==> src/hdl/rabc_pkg.sv <==
package rabc_pkg;

   // fixed-point layout of the term values
   localparam int FRACTION_BITS = 16;

   // default number of entries in the queue between front and back
   localparam int QUEUE_DEPTH = 4;

   localparam logic [1:0] VERDICT_KEEP       = 2'd0;
   localparam logic [1:0] VERDICT_REDUNDANT  = 2'd1;
   localparam logic [1:0] VERDICT_INFEASIBLE = 2'd2;

   typedef struct packed {
      logic signed [31:0] coefficient;
      logic signed [31:0] var_low;
      logic               var_low_infinite;
      logic signed [31:0] var_high;
      logic               var_high_infinite;
      logic signed [31:0] row_low;
      logic               row_low_infinite;
      logic signed [31:0] row_high;
      logic               row_high_infinite;
      logic               last_term;
   } rabc_req_type;

   typedef struct packed {
      logic signed [63:0] least_activity;
      logic               min_unbounded;
      logic signed [63:0] greatest_activity;
      logic               max_unbounded;
      logic [1:0]         verdict;
   } rabc_rsp_type;

   // one classified term, products formed, waiting for the accumulators
   typedef struct packed {
      logic signed [63:0] min_product;
      logic               min_infinite;
      logic signed [63:0] max_product;
      logic               max_infinite;
      logic signed [31:0] row_low;
      logic               row_low_infinite;
      logic signed [31:0] row_high;
      logic               row_high_infinite;
      logic               last_term;
   } rabc_term_type;

   // finished row activities, waiting for the verdict
   typedef struct packed {
      logic signed [63:0] least_activity;
      logic               min_unbounded;
      logic signed [63:0] greatest_activity;
      logic               max_unbounded;
      logic signed [31:0] row_low;
      logic               row_low_infinite;
      logic signed [31:0] row_high;
      logic               row_high_infinite;
   } rabc_row_type;

endpackage

==> src/hdl/rabc_rsp_if.sv <==
interface rabc_rsp_if;
   import rabc_pkg::*;

   logic         valid;
   logic         ready;
   rabc_rsp_type data;

   modport source (output valid, output data, input ready);
   modport sink (input valid, input data, output ready);
endinterface

==> src/hdl/rabc_back.sv <==
module rabc_back (
   input  logic                    clock,
   input  logic                    reset,
   input  rabc_pkg::rabc_term_type head_term,
   input  logic                    empty,
   output logic                    pop,
   input  logic [15:0]             tolerance,
   rabc_rsp_if.source              rsp_if
);
   import rabc_pkg::*;

   logic signed [63:0] min_sum_ff, min_sum_in;
   logic signed [63:0] max_sum_ff, max_sum_in;
   logic               min_unb_ff, min_unb_in;
   logic               max_unb_ff, max_unb_in;

   logic               snap_valid_ff, snap_valid_in;
   rabc_row_type       snap_ff, snap_in;

   logic               rsp_valid_ff, rsp_valid_in;
   rabc_rsp_type       rsp_data_ff, rsp_data_in;

   logic               snap_move;
   logic               snap_free;

   logic signed [65:0] lo_w, hi_w, eps_w, hi_pe, lo_me, min_w, max_w;
   logic               infeasible, lower_ok, upper_ok;

   function automatic logic signed [63:0] sat_add(input logic signed [63:0] a,
                                                  input logic signed [63:0] b);
      logic signed [63:0] s;
      s = a + b;
      if (a[63] == b[63] && s[63] != a[63]) begin
         s = a[63] ? {1'b1, 63'd0} : {1'b0, {63{1'b1}}};
      end
      return s;
   endfunction

   assign snap_move = snap_valid_ff && (!rsp_valid_ff || rsp_if.ready);
   assign snap_free = !snap_valid_ff || snap_move;
   assign pop       = !empty && (!head_term.last_term || snap_free);

   // accumulate one term, close the row on its last term
   always_comb begin
      min_unb_in = min_unb_ff || head_term.min_infinite;
      max_unb_in = max_unb_ff || head_term.max_infinite;
      min_sum_in = min_unb_in ? min_sum_ff : sat_add(min_sum_ff, head_term.min_product);
      max_sum_in = max_unb_in ? max_sum_ff : sat_add(max_sum_ff, head_term.max_product);

      snap_in.least_activity    = min_unb_in ? '0 : min_sum_in;
      snap_in.min_unbounded     = min_unb_in;
      snap_in.greatest_activity = max_unb_in ? '0 : max_sum_in;
      snap_in.max_unbounded     = max_unb_in;
      snap_in.row_low           = head_term.row_low;
      snap_in.row_low_infinite  = head_term.row_low_infinite;
      snap_in.row_high          = head_term.row_high;
      snap_in.row_high_infinite = head_term.row_high_infinite;

      snap_valid_in = snap_valid_ff;
      if (snap_move) begin
         snap_valid_in = 1'b0;
      end
      if (pop && head_term.last_term) begin
         snap_valid_in = 1'b1;
      end
   end

   // verdict from the finished row
   always_comb begin
      lo_w  = 66'(snap_ff.row_low) <<< FRACTION_BITS;
      hi_w  = 66'(snap_ff.row_high) <<< FRACTION_BITS;
      eps_w = 66'(tolerance) << FRACTION_BITS;
      hi_pe = hi_w + eps_w;
      lo_me = lo_w - eps_w;
      min_w = 66'(snap_ff.least_activity);
      max_w = 66'(snap_ff.greatest_activity);

      infeasible = (!snap_ff.row_low_infinite && !snap_ff.row_high_infinite && lo_w > hi_pe)
                   || (!snap_ff.min_unbounded && !snap_ff.row_high_infinite && min_w > hi_pe)
                   || (!snap_ff.max_unbounded && !snap_ff.row_low_infinite && max_w < lo_me);
      lower_ok = snap_ff.row_low_infinite || (!snap_ff.min_unbounded && min_w >= lo_me);
      upper_ok = snap_ff.row_high_infinite || (!snap_ff.max_unbounded && max_w <= hi_pe);

      rsp_data_in.least_activity    = snap_ff.least_activity;
      rsp_data_in.min_unbounded     = snap_ff.min_unbounded;
      rsp_data_in.greatest_activity = snap_ff.greatest_activity;
      rsp_data_in.max_unbounded     = snap_ff.max_unbounded;
      if (infeasible) begin
         rsp_data_in.verdict = VERDICT_INFEASIBLE;
      end else if (lower_ok && upper_ok) begin
         rsp_data_in.verdict = VERDICT_REDUNDANT;
      end else begin
         rsp_data_in.verdict = VERDICT_KEEP;
      end

      rsp_valid_in = rsp_valid_ff;
      if (rsp_valid_ff && rsp_if.ready) begin
         rsp_valid_in = 1'b0;
      end
      if (snap_move) begin
         rsp_valid_in = 1'b1;
      end
   end

   always_ff @(posedge clock) begin
      if (reset) begin
         min_sum_ff    <= '0;
         max_sum_ff    <= '0;
         min_unb_ff    <= 1'b0;
         max_unb_ff    <= 1'b0;
         snap_valid_ff <= 1'b0;
         rsp_valid_ff  <= 1'b0;
      end else begin
         if (pop) begin
            if (head_term.last_term) begin
               min_sum_ff <= '0;
               max_sum_ff <= '0;
               min_unb_ff <= 1'b0;
               max_unb_ff <= 1'b0;
            end else begin
               min_sum_ff <= min_sum_in;
               max_sum_ff <= max_sum_in;
               min_unb_ff <= min_unb_in;
               max_unb_ff <= max_unb_in;
            end
         end
         snap_valid_ff <= snap_valid_in;
         rsp_valid_ff  <= rsp_valid_in;
      end
      if (pop && head_term.last_term) begin
         snap_ff <= snap_in;
      end
      if (snap_move) begin
         rsp_data_ff <= rsp_data_in;
      end
   end

   assign rsp_if.valid = rsp_valid_ff;
   assign rsp_if.data  = rsp_data_ff;

endmodule

==> src/flat_wrapper.sv <==
// flat-port wrapper written by rule: the top's interface ports become plain ports
module rabc_back_flat import rabc_pkg::*;
  (clock, reset, head_term, empty, pop, tolerance, rsp_if_valid, rsp_if_data, rsp_if_ready);
  rabc_rsp_if rsp_if_i ();
  input  logic clock;
  input  logic reset;
  input  rabc_pkg::rabc_term_type head_term;
  input  logic empty;
  output logic pop;
  input  logic [15:0] tolerance;
  output wire logic [$bits(rsp_if_i.valid)-1:0] rsp_if_valid;
  output wire logic [$bits(rsp_if_i.data)-1:0] rsp_if_data;
  input wire logic [$bits(rsp_if_i.ready)-1:0] rsp_if_ready;
  assign rsp_if_valid = rsp_if_i.valid;
  assign rsp_if_data = rsp_if_i.data;
  assign rsp_if_i.ready = rsp_if_ready;
  rabc_back u_core (.clock(clock), .reset(reset), .head_term(head_term), .empty(empty), .pop(pop), .tolerance(tolerance), .rsp_if(rsp_if_i));
endmodule
==> config.mk <==
export PLATFORM = sky130hd
export DESIGN_NAME = rabc_back_flat
export DESIGN_NICKNAME = d
export VERILOG_FILES = /design/src/hdl/rabc_pkg.sv /design/src/hdl/rabc_rsp_if.sv /design/src/hdl/rabc_back.sv /design/src/flat_wrapper.sv
export SDC_FILE = /design/constraint.sdc
export NUM_CORES = 1
export LEC_CHECK = 0
export ABC_CLOCK_PERIOD_IN_PS = 7500
export BUFFER_PORTS_ARGS = -buffer_cell sky130_fd_sc_hd__buf_2
export CORE_MARGIN = 5
export CORE_UTILIZATION = 54
export CTS_CLUSTER_SIZE = 24
export DETAILED_ROUTE_END_ITERATION = 8
export PLACE_DENSITY_LB_ADDON = 0.3
export SETUP_SLACK_MARGIN = 0.3
export SYNTH_ARGS = -nofsm -noshare
export SYNTH_HDL_FRONTEND = slang
export SYNTH_SLANG_ARGS = --single-unit
==> constraint.sdc <==
create_clock -name clock -period 7.5 [get_ports clock]
set_clock_uncertainty 0.15 [all_clocks]
set_input_delay 0 -clock clock [delete_from_list [all_inputs] [get_ports clock]]
set_output_delay 0 -clock clock [all_outputs]
set_load 0.02 [all_outputs]
# Yosys cells after proc, flatten, opt, wreduce, memory -nomap -nowiden
# Cells that the tools add are included.
# totals
output_inout_bits	134
input_bits	217
elab_cells	81
regBits	460
# classes
eq_ne	4
reduce_logical	34
muxes	15
magnitude_cmp	5
addsub	4
# ops
op	n
two-way mux 64 bit	8
adder 64 bit	2
greater-or-equal comparator 64 x 49 -> 1 bit	1
> comparator 64 x 49 -> 1 bit	1
<= comparator 64 x 49 -> 1 bit	1
< comparator 64 x 49 -> 1 bit	1
adder 48 x 33 -> 49 bit	1
> comparator 48 x 49 -> 1 bit	1
subtractor 48 x 33 -> 49 bit	1
logical AND 1 bit	15
logical OR 1 bit	9
zero test 1 bit	8
two-way mux 1 bit	7
nonzero test 2 bit	2
== test 1 bit	2
!= test 1 bit	2

# Longest topological paths before layout
# depth
word_depth	8
depth_mapped	25
ltp_nobuf	25

# Worst setup path before layout
# No wires, ideal clock.
# synth_path
kind	reg-to-reg
from	register u_core.rsp_valid_ff (netlist: u_core.rsp_if.valid)
to	register u_core.rsp_data_ff (netlist bit u_core.rsp_if.data[0]), enable pin
setup_time_ns	0.641
setup_slack_ns	0.314
t_arrival_ns	6.395
n_path_buf	0
period_less_slack_ns	7.186
t_required_ns	6.709
path_stages_with_launch	3
cell_sequence	dfxtp_1 -> nor2b_1 -> nor2b_1
# synth_between
elab_chain_len	3
# synth_lines
item	line	source
from (decl)	rabc_back.sv:20	logic rsp_valid_ff, rsp_valid_in;
from (signal assigned)	rabc_back.sv:128	rsp_valid_ff <= rsp_valid_in;
zero test 1 bit	rabc_back.sv:39	assign snap_move = snap_valid_ff && (!rsp_valid_ff || rsp_if.ready);
logical OR 1 bit	rabc_back.sv:39	
logical AND 1 bit	rabc_back.sv:39	
to (signal assigned)	rabc_back.sv:134	rsp_data_ff <= rsp_data_in;
to (decl)	rabc_back.sv:21	rabc_rsp_type rsp_data_ff, rsp_data_in;
# Every way passes these cells.
# A chain may end at the register's enable or synchronous reset.

# Worst setup path in the final report
# layout_path
from	register u_core.min_sum_ff[26]
to	register u_core.min_sum_ff[19]
# layout_between
elab_chain_len	6
# layout_lines
item	line	source
from (decl)	rabc_back.sv:12	logic signed [63:0] min_sum_ff, min_sum_in;
from (signal assigned)	rabc_back.sv:121	min_sum_ff <= min_sum_in;
adder 64 bit	rabc_back.sv:32	s = a + b;
!= test 1 bit	rabc_back.sv:33	if (a[63] == b[63] && s[63] != a[63]) begin
logical AND 1 bit	rabc_back.sv:33	
two-way mux 64 bit	rabc_back.sv:33	
two-way mux 64 bit	rabc_back.sv:47	min_sum_in = min_unb_in ? min_sum_ff : sat_add(min_sum_ff, head_term.min_product);
two-way mux 64 bit	rabc_back.sv:115	if (head_term.last_term) begin
# Every way passes these cells.

==> summary.txt <==
Outcome
  – Status: complete, but fails checks
  – Failing checks: max-capacitance violations

Route
  – Vias: between 20k and 30k
  – First-pass DRT Iterations: 5
  – WL/cell: between 20 and 25 um
  – Drc violations: 0
  – Final wirelength: about 96 mm
  – Antenna viol nets, final: 0
  – DR vias/cell: 6.17
  – Drt initial violations: between 2k and 2.5k

Timing
  – Fin. Hold Viols: 0
  – Measured slew at the worst slew-check pin: around 1.5 ns
  – RSZ-0062 raised after global routing: no
  – Period utilisation layout: between 80% and 90%
  – Setup violators final: 0
  – Slew margin rel.: 1.78%
  – Max Slew Vio Count: 0
  – Final min period: 6.66 ns
  – Fmax: 150 MHz
  – Setup TNS: 0 ns

Critical path
  – R2R Setup Slk: 0.84 ns
  – Cell family with most CP delay: compound AO/OA/AOI/OAI gates
  – Cells along the critical path: ha_1, a21o_1, o21bai_1, a221oi_1, a21boi_0, nor3_1, a21oi_1, a21oi_2, o211ai_1, o311a_1, o21ai_0, nand2b_1, fa_1, nor2b_1, a21bo_2, nor2_1, nor2_1, nand2_1, dlygate4sd3_1, a21oi_1, dlygate4sd3_1
  – RR Endpoint: u_core.min_sum_ff[19]
  – Crit end category: flip-flop
  – Crit start category: flip-flop
  – Setup CP Type: flip-flop to flip-flop
  – FF-to-FF Start: u_core.min_sum_ff[26]
  – Max FO, Critical Path: 29
  – Crit-path slowest cell: a21bo_2
  – Worst stage delay on the critical path: roughly 0.70 ns
  – WP data arrival: just over 7 ns
  – Critical Path RT: a little under 8 ns
  – Reg2reg path depth: 21
  – Buffer and inverter count on the worst path: 2

Synth
  – Area contributors post-synth: edfxtp_1, ha_1, dfxtp_1
  – Yosys reg bits: 460
  – Synth top cells by count: edfxtp_1, ha_1, a21oi_1, nor2_1, nand2_1
  – Ys flop type: edfxtp_1
  – Library cells used by synthesis: 90
  – Syn_nets: ~3.4k
  – Mapped Cells: 2,880
  – Synth warn: 0
  – Share of the synthesized area in the top cell type: approximately a third
  – Post-synthesis sequential area ratio: 43.9%
  – Post-synth ARST share: 0%
  – Most common cell in the netlist: edfxtp_1
  – Leading area contributor after synthesis: edfxtp_1
  – Number of flops mapped to enable cells by yosys: roughly 330
  – Syn Area/Cell: slightly below 10 um^2
  – Mapped cell area: ~28,000 um^2

Global route
  – Global route total overflow: 0
  – Initial antenna violation count: 2
  – Vias in the first global route: 25.4k
  – Largest net degree at the start of global routing: approximately 160
  – Global-route wire length before repair: 144 mm
  – Overall routing resource usage: 32.1%

Die
  – Die W: 240 um
  – Row cnt: 84
  – Boundary pin count: 351
  – Chip height: 240 um
  – Initial Util: between 50% and 60%
  – Core area: roughly 52,000 um^2
  – DIE AREA: roughly 57,000 um^2

Clock tree
  – Worst-path clk slew: about 0.060 ns
  – Cts hold-fix bufs: 230
  – H-Tree Level Count: 2
  – Cells resized by post-CTS repair: 0
  – # clock sinks: 460
  – CTS max path bufs: 3
  – Num CTS Buffers: approximately 50
  – Clk Latency, worst-skew pair: roughly 0.61 ns
  – CTS root buf: clkbuf_16
  – CTS tree: yes
  – Setup Buffers After CTS: 0

Worst hold path
  – Hold Path Class: input port to flip-flop
  – Hold Path Cell Cnt: 4
  – Hold EP: u_core.min_w[14]
  – Hold_sp: head_term[147]

Power
  – Gate power share: around 22%
  – P_int: roughly 0.005 W
  – Max VDD drop: roughly 0.24 mV
  – Psw: between 0.002 and 0.0025 W
  – LEAKAGE: 14.9 nW
  – Sequential share of power: a little over two fifths
  – PwrDens: approximately 200 nW/um^2
  – Clock network power share: 36.2%
  – Net Sw Frac: about 30%

Placed design
  – Placer congestion estimate: approximately 0.96
  – Placement Cell Area: 30,800 um^2
  – Port Buffer Count: 350
  – Post-DP HPWL: between 70 and 80 mm

Layout
  – Final Net Count: roughly 4.0k
  – Cell area after layout: about 35,000 um^2
  – Area grow syn2layout: 22.4%
  – Fraction of layout cells with a size suffix above 1: 14.0%
  – Register area: 12,500 um^2
  – Fill cell count: 4,057
  – Antenna cells: 0
  – Area taken by multi-input logic gates: 15,300 um^2

Flow run
  – Max_cap viols: 1
flip-flops by register name (all words and copies together) (netlist names):
signal / count
u_core.max_unb_ff: 1
u_core.rsp_if.valid: 1
u_core.hi_w: 32
u_core.min_sum_ff: 64
u_core.min_unb_ff: 1
u_core.max_w: 64
u_core.min_w: 64
u_core.snap_valid_ff: 1
u_core.snap_ff: 2
u_core.max_sum_ff: 64
u_core.lo_w: 32
u_core.rsp_data_in: 2
u_core.rsp_if.data: 132
routing by layer:
metal  track usage, %  wire length, um  up-vias
li1                 -                -    11900
met1             41.4            38700    12300
met5                0               11        -
met4             11.9             3940        2
met2             54.6            45700     1200
met3             5.26             7440      231
placed cells by master (no fill, tap or decap), types with 26 or more instances in the layout:
cell / netlist / routed
buf_2: 0 / 350
edfxtp_1: 328 / 328
ha_1: 307 / 307
a21oi_1: 304 / 304
nor2_1: 255 / 254
nand2_1: 241 / 239
dlygate4sd3_1: 0 / 230
o21ai_0: 154 / 153
dfxtp_1: 132 / 132
a21o_1: 125 / 125
xnor2_1: 92 / 92
nand4_1: 76 / 76
xor2_1: 74 / 74
inv_1: 73 / 73
nand3_1: 55 / 55
clkbuf_16: 0 / 53
a22oi_1: 48 / 48
nor3_1: 47 / 47
o21bai_1: 34 / 34
nor4_1: 32 / 32
nand2b_1: 31 / 31
nor2b_1: 29 / 26
or3_1: 26 / 26
metrics by stage:
stage / total power (W) / setup WS (ns) / cells / utilization, % / hold WS [ns]
5_1_grt: 0.00744 / 0.403 / 4153 / 66.5 / 0.0443
3_5_place_dp: 0.00446 / 1.67 / 3827 / 58.8 / 0.0281
3_3_place_gp: 0.00442 / 1.76 / 3827 / 58.8 / 0.0286
4_1_cts: 0.00713 / 0.947 / 4153 / 66.5 / 0.000394
2_1_floorplan: 0.00399 / 0.314 / 2880 / - / -0.0511
6_report: 0.00715 / 0.836 / 4153 / 66.5 / 0.0287
worst max-delay path by stage:
stage	from	end	slack, ns	cells past startpoint
floorplan	u_core.rsp_if.valid	u_core.rsp_if.data[0]	0.31	2
global placement	u_core.min_sum_ff[26]	u_core.min_w[33]	1.76	20
detailed placement	u_core.lo_w[17]	u_core.rsp_if.data[0]	1.67	24
CTS	u_core.min_sum_ff[26]	u_core.min_sum_ff[19]	0.95	21
global route	u_core.min_sum_ff[26]	u_core.min_sum_ff[19]	0.40	21
finish	u_core.min_sum_ff[26]	u_core.min_sum_ff[19]	0.84	21
kinds of logic (layout without fill, tap and decap cells):
group	count (synthesis)	in the layout	synth area share, %
compound gates	878	878	19.6
xor+xnor	166	166	5.11
buf+inv	180	765	2.49
simple gates	869	869	14.6
flops	460	460	43.9
fa+ha+maj	315	315	14.0
mux	12	12	0.426
worst register-to-register path, cell delays in order, from the launching register on:
cell and delay [ns]:
dfxtp_1 0.32, ha_1 0.36, a21o_1 0.24, o21bai_1 0.17, a221oi_1 0.33, a21boi_0 0.24, nor3_1 0.29, a21oi_1 0.18
a21oi_2 0.27, o211ai_1 0.24, o311a_1 0.34, o21ai_0 0.18, nand2b_1 0.10, fa_1 0.51, nor2b_1 0.34, a21bo_2 0.70
nor2_1 0.11, nor2_1 0.15, nand2_1 0.07, dlygate4sd3_1 0.59, a21oi_1 0.15, dlygate4sd3_1 0.58
power groups by stage:
stage	Sequential [W]	Clock, W	Combinational (W)
3_3_place_gp	0.00303	0	0.00139
3_5_place_dp	0.00304	0	0.00143
2_1_floorplan	0.00302	0	0.000975
4_1_cts	0.00298	0.00261	0.00154
6_report	0.00299	0.00259	0.00157
5_1_grt	0.00299	0.00273	0.00172
cell type report:
| class | instances | area share [%] |
|---|---|---|
| multi-input combinational | 2240 | 44.0 |
| sequential | 460 | 35.8 |
| clock buffer | 73 | 4.14 |
| timing repair buffer | 596 | 12.0 |
| inverter | 73 | 0.786 |
| clock inverter | 23 | 0.783 |
| tap | 688 | 2.47 |
Note: power is estimated with default switching activity, not from simulation.
